## src/rtl/core/apt_pkg.sv

```systemverilog
// shared types and constants for the aging peer table
package apt_pkg;

  localparam logic [1:0] OP_UPSERT = 2'd0;
  localparam logic [1:0] OP_LIST   = 2'd1;
  localparam logic [1:0] OP_CLEAR  = 2'd2;

  localparam logic [2:0] STS_INSERTED  = 3'd0;
  localparam logic [2:0] STS_REFRESHED = 3'd1;
  localparam logic [2:0] STS_FULL      = 3'd2;
  localparam logic [2:0] STS_LOOPBACK  = 3'd3;
  localparam logic [2:0] STS_ENTRY     = 3'd4;
  localparam logic [2:0] STS_EMPTY     = 3'd5;
  localparam logic [2:0] STS_CLEARED   = 3'd6;

  localparam logic [15:0] TTL_RESET    = 16'd5000;
  localparam logic [7:0]  LOOPBACK_NET = 8'd127;
  localparam logic [6:0]  MAX_RESULTS  = 7'd64;

  typedef struct packed {
    logic [1:0]  opcode;
    logic [31:0] peer_address;
    logic [63:0] peer_tag;
    logic [31:0] now_ms;
    logic [6:0]  max_count;
  } apt_in_t;

  typedef struct packed {
    logic [2:0]  status;
    logic [31:0] found_address;
    logic [63:0] found_tag;
    logic        last;
  } apt_out_t;

  typedef struct packed {
    logic [31:0] address;
    logic [63:0] tag;
    logic [31:0] seen_ms;
  } apt_entry_t;

  typedef enum logic {
    ST_IDLE,
    ST_SCAN
  } apt_state_t;

endpackage

```

## src/rtl/core/aging_peer_table_unit.sv

```systemverilog
// aging peer table: learning table of peers with ttl-based expiry and listing
//
//   channel   direction  handshake                  payload
//   in        input      in_valid / in_stall        apt_pkg::apt_in_t  in_item
//   out       output     out_valid / out_stall      apt_pkg::apt_out_t out_item
//   cfg       input      cfg_write_en               ttl_ms on cfg_write_data
//
// upsert and listing walk every slot through the entry ram's single read port,
// one slot a cycle while the output is not stalled
// loopback drops, clears and the unused opcode finish in idle without a scan
// reset is synchronous; live bits sit in flops and clear at once, no ram sweep
// a stalled output beat freezes the scan; one item is worked on at a time
module aging_peer_table_unit #(
  parameter int TABLE_ENTRIES = 32
) (
  input  logic              clk,
  input  logic              rst,
  input  logic              in_valid,
  output logic              in_stall,
  input  apt_pkg::apt_in_t  in_item,
  output logic              out_valid,
  input  logic              out_stall,
  output apt_pkg::apt_out_t out_item,
  input  logic              cfg_write_en,
  input  logic [15:0]       cfg_write_data
);

  localparam int IDX_W   = (TABLE_ENTRIES > 1) ? $clog2(TABLE_ENTRIES) : 1;
  localparam int CNT_W   = $clog2(TABLE_ENTRIES + 1);
  localparam int ENTRY_W = $bits(apt_pkg::apt_entry_t);

  // control state
  apt_pkg::apt_state_t state, state_next;
  logic [TABLE_ENTRIES-1:0] live, live_next;
  logic [15:0] ttl;
  logic out_valid_next;
  apt_pkg::apt_out_t out_item_next;

  // scan pipeline: rd_idx issues the ram read, ev_idx is the slot whose data is back
  logic [CNT_W-1:0] rd_idx, rd_idx_next;
  logic ev_valid, ev_valid_next;
  logic [IDX_W-1:0] ev_idx, ev_idx_next;

  // the item being worked on
  logic [1:0]  op, op_next;
  logic [31:0] item_addr, item_addr_next;
  logic [63:0] item_tag, item_tag_next;
  logic [31:0] item_now, item_now_next;
  logic [6:0]  maxc, maxc_next;

  // upsert search results
  logic matched, matched_next;
  logic free_found, free_found_next;
  logic [IDX_W-1:0] free_idx, free_idx_next;

  // listing: entry held back until we know whether it is the final one
  logic [6:0]  count, count_next;
  logic        pend_valid, pend_valid_next;
  logic [31:0] pend_addr, pend_addr_next;
  logic [63:0] pend_tag, pend_tag_next;

  // ram ports
  logic ram_we, ram_re;
  logic [IDX_W-1:0] ram_waddr;
  apt_pkg::apt_entry_t ram_wentry, ent;
  logic [ENTRY_W-1:0] ram_rdata;

  logic out_free, in_acc, scan_more, ev_live, expired;
  logic [31:0] age;

  function automatic apt_pkg::apt_out_t mk_beat(input logic [2:0] status,
                                                input logic [31:0] addr,
                                                input logic [63:0] tag,
                                                input logic last);
    apt_pkg::apt_out_t r;
    r.status        = status;
    r.found_address = addr;
    r.found_tag     = tag;
    r.last          = last;
    return r;
  endfunction

  // output register frees up when empty or taken this cycle
  assign out_free  = !out_valid || !out_stall;
  assign in_stall  = !((state == apt_pkg::ST_IDLE) && out_free);
  assign in_acc    = in_valid && !in_stall;
  assign scan_more = rd_idx < CNT_W'(TABLE_ENTRIES);
  assign ram_re    = (state == apt_pkg::ST_SCAN) && out_free && scan_more;

  assign ent     = apt_pkg::apt_entry_t'(ram_rdata);
  assign ev_live = live[ev_idx];
  // modular age against the ttl register
  assign age     = item_now - ent.seen_ms;
  assign expired = age > {16'd0, ttl};

  apt_ram #(
    .WIDTH (ENTRY_W),
    .DEPTH (TABLE_ENTRIES)
  ) u_entry_ram (
    .clk   (clk),
    .we    (ram_we),
    .waddr (ram_waddr),
    .wdata (ram_wentry),
    .re    (ram_re),
    .raddr (rd_idx[IDX_W-1:0]),
    .rdata (ram_rdata)
  );

  always_ff @(posedge clk) begin
    if (rst) begin
      state <= apt_pkg::ST_IDLE;
    end else begin
      state <= state_next;
    end
  end

  always_comb begin
    state_next      = state;
    live_next       = live;
    out_valid_next  = out_valid && out_stall;
    out_item_next   = out_item;
    rd_idx_next     = rd_idx;
    ev_valid_next   = ev_valid;
    ev_idx_next     = ev_idx;
    op_next         = op;
    item_addr_next  = item_addr;
    item_tag_next   = item_tag;
    item_now_next   = item_now;
    maxc_next       = maxc;
    matched_next    = matched;
    free_found_next = free_found;
    free_idx_next   = free_idx;
    count_next      = count;
    pend_valid_next = pend_valid;
    pend_addr_next  = pend_addr;
    pend_tag_next   = pend_tag;
    ram_we          = 1'b0;
    ram_waddr       = ev_idx;
    ram_wentry      = {item_addr, item_tag, item_now};

    unique case (state)
      apt_pkg::ST_IDLE: begin
        if (in_acc) begin
          op_next         = in_item.opcode;
          item_addr_next  = in_item.peer_address;
          item_tag_next   = in_item.peer_tag;
          item_now_next   = in_item.now_ms;
          maxc_next       = (in_item.max_count > apt_pkg::MAX_RESULTS) ?
                            apt_pkg::MAX_RESULTS : in_item.max_count;
          rd_idx_next     = '0;
          ev_valid_next   = 1'b0;
          matched_next    = 1'b0;
          free_found_next = 1'b0;
          count_next      = '0;
          pend_valid_next = 1'b0;
          case (in_item.opcode)
            apt_pkg::OP_UPSERT: begin
              if (in_item.peer_address[31:24] == apt_pkg::LOOPBACK_NET) begin
                out_valid_next = 1'b1;
                out_item_next  = mk_beat(apt_pkg::STS_LOOPBACK, '0, '0, 1'b1);
              end else begin
                state_next = apt_pkg::ST_SCAN;
              end
            end
            apt_pkg::OP_LIST: begin
              state_next = apt_pkg::ST_SCAN;
            end
            apt_pkg::OP_CLEAR: begin
              live_next      = '0;
              out_valid_next = 1'b1;
              out_item_next  = mk_beat(apt_pkg::STS_CLEARED, '0, '0, 1'b1);
            end
            default: begin
              // unused opcode: no effect, no beat
            end
          endcase
        end
      end

      apt_pkg::ST_SCAN: begin
        if (out_free) begin
          ev_valid_next = scan_more;
          ev_idx_next   = rd_idx[IDX_W-1:0];
          if (scan_more) begin
            rd_idx_next = CNT_W'(rd_idx + 1'b1);
          end
          if (ev_valid) begin
            if (op == apt_pkg::OP_LIST) begin
              if (ev_live) begin
                if (expired) begin
                  live_next[ev_idx] = 1'b0;
                end else if (count < maxc) begin
                  // an earlier entry is known not to be final now
                  if (pend_valid) begin
                    out_valid_next = 1'b1;
                    out_item_next  = mk_beat(apt_pkg::STS_ENTRY, pend_addr, pend_tag, 1'b0);
                  end
                  pend_valid_next = 1'b1;
                  pend_addr_next  = ent.address;
                  pend_tag_next   = ent.tag;
                  count_next      = 7'(count + 7'd1);
                end
              end
            end else begin
              if (ev_live && !matched && (ent.address == item_addr)) begin
                // refresh in place: tag and time, address unchanged
                matched_next = 1'b1;
                ram_we       = 1'b1;
                ram_waddr    = ev_idx;
              end
              if (!ev_live && !free_found) begin
                free_found_next = 1'b1;
                free_idx_next   = ev_idx;
              end
            end
          end else if (!scan_more) begin
            // every slot seen: close out the item
            state_next     = apt_pkg::ST_IDLE;
            out_valid_next = 1'b1;
            if (op == apt_pkg::OP_LIST) begin
              pend_valid_next = 1'b0;
              if (pend_valid) begin
                out_item_next = mk_beat(apt_pkg::STS_ENTRY, pend_addr, pend_tag, 1'b1);
              end else begin
                out_item_next = mk_beat(apt_pkg::STS_EMPTY, '0, '0, 1'b1);
              end
            end else if (matched) begin
              out_item_next = mk_beat(apt_pkg::STS_REFRESHED, '0, '0, 1'b1);
            end else if (free_found) begin
              ram_we                  = 1'b1;
              ram_waddr               = free_idx;
              live_next[free_idx]     = 1'b1;
              out_item_next = mk_beat(apt_pkg::STS_INSERTED, '0, '0, 1'b1);
            end else begin
              out_item_next = mk_beat(apt_pkg::STS_FULL, '0, '0, 1'b1);
            end
          end
        end
      end

      default: begin
        state_next = apt_pkg::ST_IDLE;
      end
    endcase
  end

  always_ff @(posedge clk) begin
    if (rst) begin
      live       <= '0;
      ttl        <= apt_pkg::TTL_RESET;
      out_valid  <= 1'b0;
      ev_valid   <= 1'b0;
      pend_valid <= 1'b0;
    end else begin
      live       <= live_next;
      out_valid  <= out_valid_next;
      ev_valid   <= ev_valid_next;
      pend_valid <= pend_valid_next;
      if (cfg_write_en) begin
        ttl <= cfg_write_data;
      end
    end
  end

  // payload and scan bookkeeping, no reset needed
  always_ff @(posedge clk) begin
    out_item   <= out_item_next;
    rd_idx     <= rd_idx_next;
    ev_idx     <= ev_idx_next;
    op         <= op_next;
    item_addr  <= item_addr_next;
    item_tag   <= item_tag_next;
    item_now   <= item_now_next;
    maxc       <= maxc_next;
    matched    <= matched_next;
    free_found <= free_found_next;
    free_idx   <= free_idx_next;
    count      <= count_next;
    pend_addr  <= pend_addr_next;
    pend_tag   <= pend_tag_next;
  end

  // a listing never holds more entries than it may return
  a_count_bound: assert property (@(posedge clk) disable iff (rst)
    (state == apt_pkg::ST_SCAN) |-> (count <= maxc))
    else $error("listing count beyond limit");

  // a held-back entry exists only during a scan
  a_pend_scan: assert property (@(posedge clk) disable iff (rst)
    pend_valid |-> (state == apt_pkg::ST_SCAN))
    else $error("pending entry outside scan");

  // the refresh write never hits the slot being read at the same time
  a_no_rw_clash: assert property (@(posedge clk) disable iff (rst)
    (ram_we && ram_re) |-> (ram_waddr != rd_idx[IDX_W-1:0]))
    else $error("ram write and read on same slot");

  // an accepted listing starts a scan
  a_list_scans: assert property (@(posedge clk) disable iff (rst)
    (in_acc && (in_item.opcode == apt_pkg::OP_LIST)) |=> (state == apt_pkg::ST_SCAN))
    else $error("listing did not start a scan");

  // a newly inserted slot was free before
  a_insert_free: assert property (@(posedge clk) disable iff (rst)
    (out_valid_next && !(out_valid && out_stall) &&
     (out_item_next.status == apt_pkg::STS_INSERTED)) |-> !live[free_idx])
    else $error("insert into a live slot");

endmodule

```

## src/rtl/core/apt_ram.sv

```systemverilog
// generic single write port ram with registered read
module apt_ram #(
  parameter int WIDTH = 128,
  parameter int DEPTH = 32
) (
  input  logic                                      clk,
  input  logic                                      we,
  input  logic [((DEPTH > 1) ? $clog2(DEPTH) : 1)-1:0] waddr,
  input  logic [WIDTH-1:0]                          wdata,
  input  logic                                      re,
  input  logic [((DEPTH > 1) ? $clog2(DEPTH) : 1)-1:0] raddr,
  output logic [WIDTH-1:0]                          rdata
);

  logic [WIDTH-1:0] mem [DEPTH];

  always_ff @(posedge clk) begin
    if (we) begin
      mem[waddr] <= wdata;
    end
    if (re) begin
      rdata <= mem[raddr];
    end
  end

endmodule
```

## config.mk

```make
export PLATFORM = sky130hd
export DESIGN_NAME = aging_peer_table_unit
export DESIGN_NICKNAME = d
export VERILOG_FILES = /design/src/rtl/core/apt_pkg.sv /design/src/rtl/core/aging_peer_table_unit.sv /design/src/rtl/core/apt_ram.sv
export SDC_FILE = /design/constraint.sdc
export NUM_CORES = 2
export LEC_CHECK = 0
export BUFFER_PORTS_ARGS = -buffer_cell sky130_fd_sc_hd__buf_2
export CAP_MARGIN = 20
export CORE_MARGIN = 10
export CORE_UTILIZATION = 52
export CTS_BUF_LIST = sky130_fd_sc_hd__clkbuf_16
export CTS_CLUSTER_DIAMETER = 100
export DETAILED_ROUTE_END_ITERATION = 7
export PLACE_DENSITY_LB_ADDON = 0.25
export SLEW_MARGIN = 20
export SYNTH_ARGS = -nofsm -noshare
export SYNTH_HDL_FRONTEND = slang
export SYNTH_HIERARCHICAL = 1
export SYNTH_SLANG_ARGS = --single-unit
```

## constraint.sdc

```tcl
create_clock -name clk -period 11.47 [get_ports clk]
set_input_delay 0.5735 -clock clk [delete_from_list [all_inputs] [get_ports clk]]
set_output_delay 0.5735 -clock clk [all_outputs]
set_load 0.02 [all_outputs]
```

==> results by group <==
Status
  • Status: complete, no violations

Drt
  • Wirelength per Cell: 33.3 um
  • Initial drt markers: 11,000
  • DR vias: 85,800
  • Pre-Repair DR Iteration Count: 7
  • Remaining antenna violation count: 0
  • Final wirelength: 441,000 um
  • DRC: 0
  • Routed vias/inst: 6.49

Final layout
  • Commonest cells after routing, fill and taps aside: edfxtp_1 (4,582), mux4_2 (964), clkbuf_16 (453)
  • # fillers: 23,300
  • Non-filler cells, final: 13,200
  • Share of cells above drive strength 1: 0.240
  • Layout Nets: 8,665
  • P&R area growth vs syn: 12.9%
  • Most common cell after layout, fill and taps aside: edfxtp_1

Placement
  • Placer congestion estimate: 0.821
  • Number of I/O port buffers: 259
  • Placed cells: 12,200
  • HPWL Detailed: 222,000 um

Setup path
  • Crit end category: register
  • Startpoint Class: register
  • Worst R2R Start: item_now[8]
  • FF-to-FF End: out_item[32]
  • WP data arrival: 8.28 ns
  • Critical path type: reg2reg
  • Worst path required time: 12.04 ns
  • R2R Setup Slk: 3.76 ns
  • Worst-path fanout max: 47
  • Reg2reg path depth: 19

Clock tree
  • Clock tree buffer depth: 4
  • Clock transition at path regs: 0.06 ns
  • CTS tree: built
  • Clock sink total: 4,634
  • CTS H-tree lvls: 5
  • Post-CTS Setup Inserts: 0
  • TritonCTS Buffers: 450
  • CTS Root Cell: clkbuf_16
  • PostCTS Resize Cnt: 0
  • Worst-Skew Late Latency: 0.99 ns

Floorplanning
  • Initial core utilization: 0.523
  • Die width: 599 um
  • Site Rows: 212
  • IO Pins: 260
  • Die area: 359,000 sq um
  • Die height: 599 um
  • Core area: 334,000 sq um

Global route
  • First-pass GRT wire length: 632,000 um
  • GRT Total Usage: 0.242
  • Vias in the first global route: 85,900
  • Global route overflow: 0
  • Pin count of the biggest net entering global routing: 143
  • Initial antenna violation count: 16

Timing
  • Rel. slew slack: 0.200
  • RSZ-0062 raised after global routing: false
  • Final min period: 7.71 ns
  • Clk_skew: 0.0588 ns
  • Setup_tns: 0 ns
  • Final setup violating endpoints: 0
  • Hold Vio Cnt, Final: 0
  • Slew @ Worst Pin: 1.20 ns
  • Max-slew violations: 0
  • Period utilization: 0.672
  • F_max: 0.130 GHz

Run
  • MaxCap Viol Count: 0

Power
  • Power after layout: 35.4 mW
  • Worst vdd rail ir drop: 0.134 mV
  • Power Density: 180 nW/um^2
  • LEAKAGE: 62.2 nW

Logic synthesis
  • Yosys warns: 6
  • Number of synthesized register bits: 4,634
  • Asr flop ratio synth: 0
  • Post-Syn Nets: 7,993
  • Number of synthesized flops with an enable pin: 4,582
  • Share of the synthesized area in the top cell type: 0.789
  • Mapped Area: 174,000 sq um
  • Syn_area_per_cell: 22.4 sq um
  • Dominant cell type by area after synthesis: edfxtp_1
  • Top cells by area, synth: edfxtp_1 (79%), mux4_2 (12%), o22ai_1 (1.6%)
  • Sequential area share after synthesis: 0.795
  • Post-synth cell types: 83
  • Dominant synthesized flop cell: edfxtp_1
  • Mapped Cells: 7,779

Worst hold path
  • Hold Path Class: in2reg
  • Hold path cells: 3
  • Hold Path Origin: cfg_write_data[12]
  • Hold Path Sink: ttl[12]
## routing by layer
layer  part of all wire  track usage  wire length (um)
met1               0.40        0.350            174000
met2               0.48        0.390            212000
met3              0.091       0.0395             40100
met4              0.031       0.0659             13900
met5           0.000093            0                41
## how the worst max path moves through the flow
stage	cells past startpoint	endpoint	slack, ns	start
floorplan	18	pend_addr[0]	2.23	item_now[8]
global placement	19	out_item[24]	3.91	item_now[8]
detailed placement	19	out_item[38]	3.78	item_now[8]
CTS	19	out_item[32]	3.77	item_now[8]
global route	19	out_item[59]	3.29	item_now[8]
finish	19	out_item[32]	3.76	item_now[8]
## stage by stage
stage	worst slack [ns]	hold WS, ns	util	cell area (sq um)
6_report	3.76	0.0691	0.590	197000
5_1_grt	3.29	0.00521	0.590	197000
4_1_cts	3.77	0.00143	0.589	197000
3_5_place_dp	3.78	0.405	0.543	181000
3_3_place_gp	3.91	0.408	0.543	181000
2_1_floorplan	2.23	0.400	-	174000
## registers in the layout, indices dropped and copies added, names as in the netlist, 6 cells and up
signal and count:
count 7, item_now 32, ttl 16, item_tag 64, item_addr 32, live 32, pend_tag 64, u_entry_ram/mem 4096
u_entry_ram/rdata 128, pend_addr 32, out_item 100, maxc 7, rd_idx 6
## kinds of logic after synthesis
family / synth area share
AO/OA/AOI/OAI: 0.0313
flip-flops: 0.795
adder cells (fa/ha/maj): 0.00406
multiplexers: 0.134
XOR/XNOR: 0.00306
AND/OR/NAND/NOR: 0.0189
buffers and inverters: 0.0142
## cells in the mapped netlist (9+ instances only)
master	number
buf_4	68
a21o_1	21
nand4_1	35
dfxtp_1	52
buf_2	136
nand2_1	81
nand3_1	63
a31oi_1	12
edfxtp_1	4582
nor4_1	121
xnor2_1	27
inv_1	65
buf_6	32
nor2b_1	22
nor2_1	96
nor3_1	15
a22oi_1	104
clkbuf_1	144
xor2_1	34
nand2b_1	13
o22ai_1	450
a211oi_1	9
buf_1	16
and2_1	106
mux4_2	964
a22o_1	30
ha_1	55
mux2i_1	151
a21oi_1	63
clkbuf_4	9
o21ai_0	68
o21ai_1	9
## final cells by class
cell class | instances | area (sq um) | share of cell area
multi-input combinational | 2673 | 33600 | 0.171
inverter | 67 | 259 | 0.00132
timing repair buffer | 625 | 5040 | 0.0256
tap | 4387 | 5490 | 0.0279
sequential | 4634 | 139000 | 0.704
antenna | 7 | 17.5 | 0.0000889
clock inverter | 379 | 2530 | 0.0129
clock buffer | 453 | 11300 | 0.0576
## what timing repair did
| item | 4_1_cts | 5_1_grt |
|---|---|---|
| hold buffers | 150 | 1 |
| endpoints found under the setup margin | 0 | 0 |
| endpoints found under the hold margin | 150 | 1 |
## power breakdown
part	leakage [nW]	internal [mW]	switching [mW]
sequential	41.8	18.8	0.226
clock	7.24	7.70	6.22
combinational	13.1	1.01	1.40
## worst max-delay path, cell delays in order (launching register included)
cell and delay (ns):
edfxtp_1 1.00, ha_1 0.46, a21o_1 0.23, a311o_1 0.32, a21o_1 0.24, a211oi_2 0.47
o21ai_0 0.17, xor2_1 0.18, ha_1 0.32, nand4_1 0.17, nor4_1 0.38, and4_1 0.25
o2111ai_1 0.15, nor3_1 0.22, nand4_1 0.16, nor4_4 0.95, a31oi_1 0.28, nor3_4 0.20
buf_4 0.33, buf_4 0.61
(Power assumes the default switching activity.)
